==> src/mdb_pkg.sv <==
package mdb_pkg;

  // Width of the edge_count register and its address decode.
  localparam int CountWidth = 7;
  localparam int AddrWidth = 3;
  localparam int DataWidth = 32;
  localparam int RegEdgeCount = 0;

  // Input command codes.
  typedef enum logic {
    CMD_WRITE = 1'b0,
    CMD_QUERY = 1'b1
  } cmd_t;

  // Shift applied to a product before it is accumulated.
  typedef enum logic [1:0] {
    SH_NONE,
    SH_HALF_X2,
    SH_FULL
  } prod_shift_t;

  // Query sequencer.
  typedef enum logic [4:0] {
    ST_IDLE,
    ST_SCAN,
    ST_LOAD,
    ST_TT1,
    ST_TT2,
    ST_TT3,
    ST_DT1,
    ST_DT2,
    ST_DT3,
    ST_CR1,
    ST_CR2,
    ST_CR3,
    ST_SQ0,
    ST_SQ1,
    ST_SQ2,
    ST_SQ3,
    ST_SQ4,
    ST_P1,
    ST_P2,
    ST_P3,
    ST_ROOT,
    ST_OUT
  } state_t;

  // Root unit sequencer.
  typedef enum logic [1:0] {
    R_IDLE,
    R_SAT,
    R_ITER
  } root_state_t;

endpackage

==> src/mdb_root.sv <==
module mdb_root #(
  parameter int W = 32
) (
  input  logic              clk,
  input  logic              rst,
  input  logic              start,
  input  logic [4*W+3:0]    num,
  input  logic [2*W+1:0]    den,
  output logic              done,
  output logic [W-1:0]      root
);
  import mdb_pkg::*;

  localparam int H = W + 1;
  localparam int NW = 4 * H;
  localparam int RW = 4 * H + 2;
  localparam int BW = $clog2(W);

  root_state_t   rstate;
  logic [NW-1:0] num_r;
  logic [2*H-1:0] den_r;
  logic [RW-1:0] acc;
  logic [RW-1:0] qsh;
  logic [RW-1:0] dsh;
  logic [BW-1:0] bit_idx;
  logic [RW-1:0] trial;
  logic [RW-1:0] sat_val;

  // Trial square for the current bit: acc + 2^(b+1)*d*den + 2^(2b)*den.
  assign trial = acc + qsh + dsh;
  assign sat_val = RW'(den_r) << (2 * W - 2);

  always_ff @(posedge clk) begin
    if (rst) begin
      rstate <= R_IDLE;
      done <= 1'b0;
    end else begin
      case (rstate)
        R_IDLE: begin
          done <= 1'b0;
          if (start) begin
            num_r <= num;
            den_r <= den;
            rstate <= R_SAT;
          end
        end
        R_SAT: begin
          // A root at or above the clamp value needs no digit steps.
          if (sat_val <= RW'(num_r)) begin
            root <= W'(1) << (W - 1);
            done <= 1'b1;
            rstate <= R_IDLE;
          end else begin
            done <= 1'b0;
            root <= '0;
            acc <= '0;
            qsh <= '0;
            dsh <= RW'(den_r) << (2 * W - 4);
            bit_idx <= BW'(W - 2);
            rstate <= R_ITER;
          end
        end
        R_ITER: begin
          // One result bit per cycle, from the top down.
          if (trial <= RW'(num_r)) begin
            acc <= trial;
            qsh <= (qsh >> 1) + dsh;
            root[bit_idx] <= 1'b1;
          end else begin
            qsh <= qsh >> 1;
          end
          dsh <= dsh >> 2;
          bit_idx <= bit_idx - BW'(1);
          done <= (bit_idx == '0);
          if (bit_idx == '0) begin
            rstate <= R_IDLE;
          end
        end
        default: begin
          done <= 1'b0;
          rstate <= R_IDLE;
        end
      endcase
    end
  end

endmodule

==> config.mk <==
export PLATFORM = sky130hd
export DESIGN_NAME = mdb_root
export DESIGN_NICKNAME = d
export VERILOG_FILES = /design/src/mdb_pkg.sv /design/src/mdb_root.sv
export SDC_FILE = /design/constraint.sdc
export NUM_CORES = 2
export LEC_CHECK = 0
export ABC_CLOCK_PERIOD_IN_PS = 28600
export BUFFER_PORTS_ARGS = -buffer_cell sky130_fd_sc_hd__buf_4
export CORE_ASPECT_RATIO = 1.5
export CORE_MARGIN = 1
export CORE_UTILIZATION = 56
export CTS_CLUSTER_DIAMETER = 80
export DETAILED_ROUTE_END_ITERATION = 12
export PLACE_DENSITY = 0.85
export REMOVE_ABC_BUFFERS = 1
export SLEW_MARGIN = 5
export SYNTH_ARGS = -nofsm -noshare
export SYNTH_HDL_FRONTEND = slang
export SYNTH_SLANG_ARGS = --single-unit
==> constraint.sdc <==
create_clock -name clk -period 28.6 [get_ports clk]
set_clock_uncertainty 0.2 [all_clocks]
set_input_delay 7.15 -clock clk [delete_from_list [all_inputs] [get_ports clk]]
set_output_delay 7.15 -clock clk [all_outputs]
set_load 0.02 [all_outputs]
==> flow_summary_export.csv <==
group,metric,value,unit
flow_run,cap_violations,0,
drt,first_pass_iters,9,
clock_tree,cts_max_level,3,
sta,relSlewSlack,12.5,%
global_routing,grt_pass1_wl,230000,um
worst_setup_path,crit_path_max_fanout,58,
floorplan,start_util,56.6,%
global_routing,gr-usage-all-layers,34.6,%
clock_tree,cts_resized,0,
clock_tree,tritoncts,"yes",
clock_tree,clkSlewWorstSetupHoldPaths,0.07,ns
drt,wl,153000,um
status,status,"complete, no violations",
clock_tree,cts-buffers-inserted,67,
drt,route.detailed.drc,0,
logic_synthesis,yosys.area.top_type,"edfxtp_1",
logic_synthesis,synthArstFlopShare,0,%
logic_synthesis,synth-seq-area-share,39.3,%
clock_tree,hold_buffers,0,
logic_synthesis,synth_top_area_share,39.2,%
finish,nets,5719,
worst_setup_path,slowest_stage,"o311ai_0",
sta,fin_crit_sh,37.8,%
pwr,p_total,2.65,mW
clock_tree,clk_latency,0.68,ns
worst_setup_path,rr_worst_depth,26,
place,placedCellCount,5981,
logic_synthesis,synthTopCellsByArea,"edfxtp_1 (39%), ha_1 (12%), fa_1 (5.3%), a21oi_1 (4.8%), nor2_1 (3.4%)",
drt,num_vias,39600,
worst_setup_path,worstSetupPathType,"reg -> reg",
logic_synthesis,synth_edf_count,629,
floorplan,boundaryPins,234,
drt,drtIter0Drc,3496,
finish,drive_above_1_share,9.54,%
drt,viasPerCell,6.49,
sta,setup_viol,0,
place,gp_congestion,1.10,
logic_synthesis,syn_inst,4792,
drt,wl_per_cell,25.0,um
worst_setup_path,max_stage_delay,1.09,ns
global_routing,first_global_vias,40000,
worst_setup_path,endpoint_kind,"flip-flop",
sta,hold_violations,0,
floorplan,die_x,242,um
logic_synthesis,syn_avg_cell_area,10.1,um^2
sta,holdWs,0.324,ns
logic_synthesis,synth_warnings,0,
worst_setup_path,r2r_end,"qsh[133]$_SDFFCE_PN0P_",
hold_path,hold_path.startpoint,"rstate[1]$_SDFFE_PP0P_",
clock_tree,cts_buffer_depth,3,
worst_setup_path,start_kind,"flip-flop",
place,io_buffers,233,
sta,tightestPinTransition,1.31,ns
global_routing,grt_start_max_net_pins,164,
global_routing,antenna_found_initial,3,
logic_synthesis,synth_common_cells,"edfxtp_1 (629), ha_1 (470), a21oi_1 (458), nor2_1 (431), nand2_1 (336)",
worst_setup_path,arrival,11.10,ns
sta,post-route-min-period,10.82,ns
sta,maxSlewViolCount,0,
finish,final_util,62.2,%
floorplan,die_y,361,um
place,place_area,0.0507,mm^2
worst_setup_path,reg2reg_slack,17.78,ns
finish,finalNonFillerCells,6103,
floorplan,rows,131,
logic_synthesis,yosysUniqueCellTypes,98,
finish,syn2layout_area_growth,9.84,%
worst_setup_path,regToRegStartpoint,"qsh[1]$_SDFFCE_PN0P_",
pwr,power.leakage,21.1,nW
logic_synthesis,syn-cell-area,0.0482,mm^2
hold_path,hold_end,"rstate[1]$_SDFFE_PP0P_",
worst_setup_path,required,28.88,ns
worst_setup_path,path_delay_family,"compound AO/OA/AOI/OAI gates",
logic_synthesis,ys_ff_latch,632,
place,dp_hpwl,119000,um
global_routing,overflow,0,
finish,fin_area,0.0529,mm^2
logic_synthesis,yosysMostFrequentCell,"edfxtp_1",
logic_synthesis,ys.flop_type,"edfxtp_1",
hold_path,worstHoldPathType,"reg -> reg",
pwr,ir_drop,0.0581,mV
floorplan,core_area,0.0851,mm^2
drt,ant_nets,0,
pwr,power_density,50.0,mW/mm^2
clock_tree,numClockSinks,632,
worst_setup_path,crit_buf_inv,3,
clock_tree,post_cts_buffers,0,
sta,rsz0062_at_grt,"no",
sta,fmax,92.4,MHz
clock_tree,cts_root_buf,"clkbuf_16",
floorplan,die-area,0.0872,mm^2
hold_path,min_path_cells,2,
-- sequential cells by signal (all words and copies together), names as in the netlist --
signal / flops
rstate: 2
dsh: 126
acc: 134
qsh: 134
root: 32
num_r: 132
done: 1
bit_idx: 5
den_r: 66
-- power by group --
| group | switching (mW) | total (mW) | internal [mW] | leakage, nW |
|---|---|---|---|---|
| clock network | 0.414 | 0.924 | 0.510 | 1.09 |
| logic | 0.402 | 0.646 | 0.243 | 14.1 |
| registers | 0.0278 | 1.08 | 1.05 | 5.89 |
-- logic make-up (layout without fill, tap and decap cells) --
group / after synthesis / in the layout / synth area share (%)
AO/OA/AOI/OAI: 1238 / 1238 / 16.1
AND/OR/NAND/NOR: 1466 / 1466 / 15.0
adder cells (fa/ha/maj): 598 / 598 / 17.5
flip-flops: 632 / 632 / 39.3
buffers and inverters: 434 / 613 / 3.76
XOR/XNOR: 250 / 250 / 4.54
other: 0 / 2 / 0
multiplexers: 174 / 174 / 3.78
-- final cells by class --
type	count	area (um^2)
fillers	6862	32100
multi-input cells	3726	27500
flip-flops and latches	632	18900
repair buffers	252	1920
clock buffers	76	1730
well taps	1130	1410
inverters	241	907
clock inverters	44	536
diodes	2	5.00
-- routing by layer --
layer	global-route usage [%]	part of all wire, %	up-vias
li1	-	-	17900
met1	37.7	35	19000
met2	58.5	48	2038
met3	5.98	7.5	633
met4	29.4	9.5	8
met5	0	0.038	-
-- worst max-delay path by stage --
stage	slack, ns	depth (start not counted)	from	to
floorplan	-3.07	27	qsh[1]$_SDFFCE_PN0P_	acc[0]$_SDFFCE_PN0P_
global placement	18.40	5	rst	dsh[56]$_SDFFCE_PN0P_
detailed placement	18.30	5	rst	qsh[54]$_SDFFCE_PN0P_
CTS	18.30	26	qsh[1]$_SDFFCE_PN0P_	qsh[133]$_SDFFCE_PN0P_
global route	17.59	26	qsh[1]$_SDFFCE_PN0P_	qsh[133]$_SDFFCE_PN0P_
finish	17.78	26	qsh[1]$_SDFFCE_PN0P_	qsh[133]$_SDFFCE_PN0P_
-- placed cells by master (no fill, tap or decap), drive strengths merged, types with 94 or more instances in the layout --
master and instances:
a21o 177, a21oi 461, and2 213, buf 252, edfxtp 629, fa 128, ha 470, inv 246
mux2i 109, nand2 337, nand4 163, nor2 431, o21ai 236, xnor2 156, xor2 94
-- worst min-delay path: stages (launching register included) --
cell	delay, ns
dfxtp_1	0.35
nand2_1	0.07
a21oi_1	0.05
-- stage by stage --
stage	setup TNS (ns)	setup WS, ns
floorplan	-411.36	-3.07
finish	0	17.78
detailed placement	0	18.30
global route	0	17.59
CTS	0	18.30
global placement	0	18.40
No activity file was read; power rests on OpenSTA's default activity.
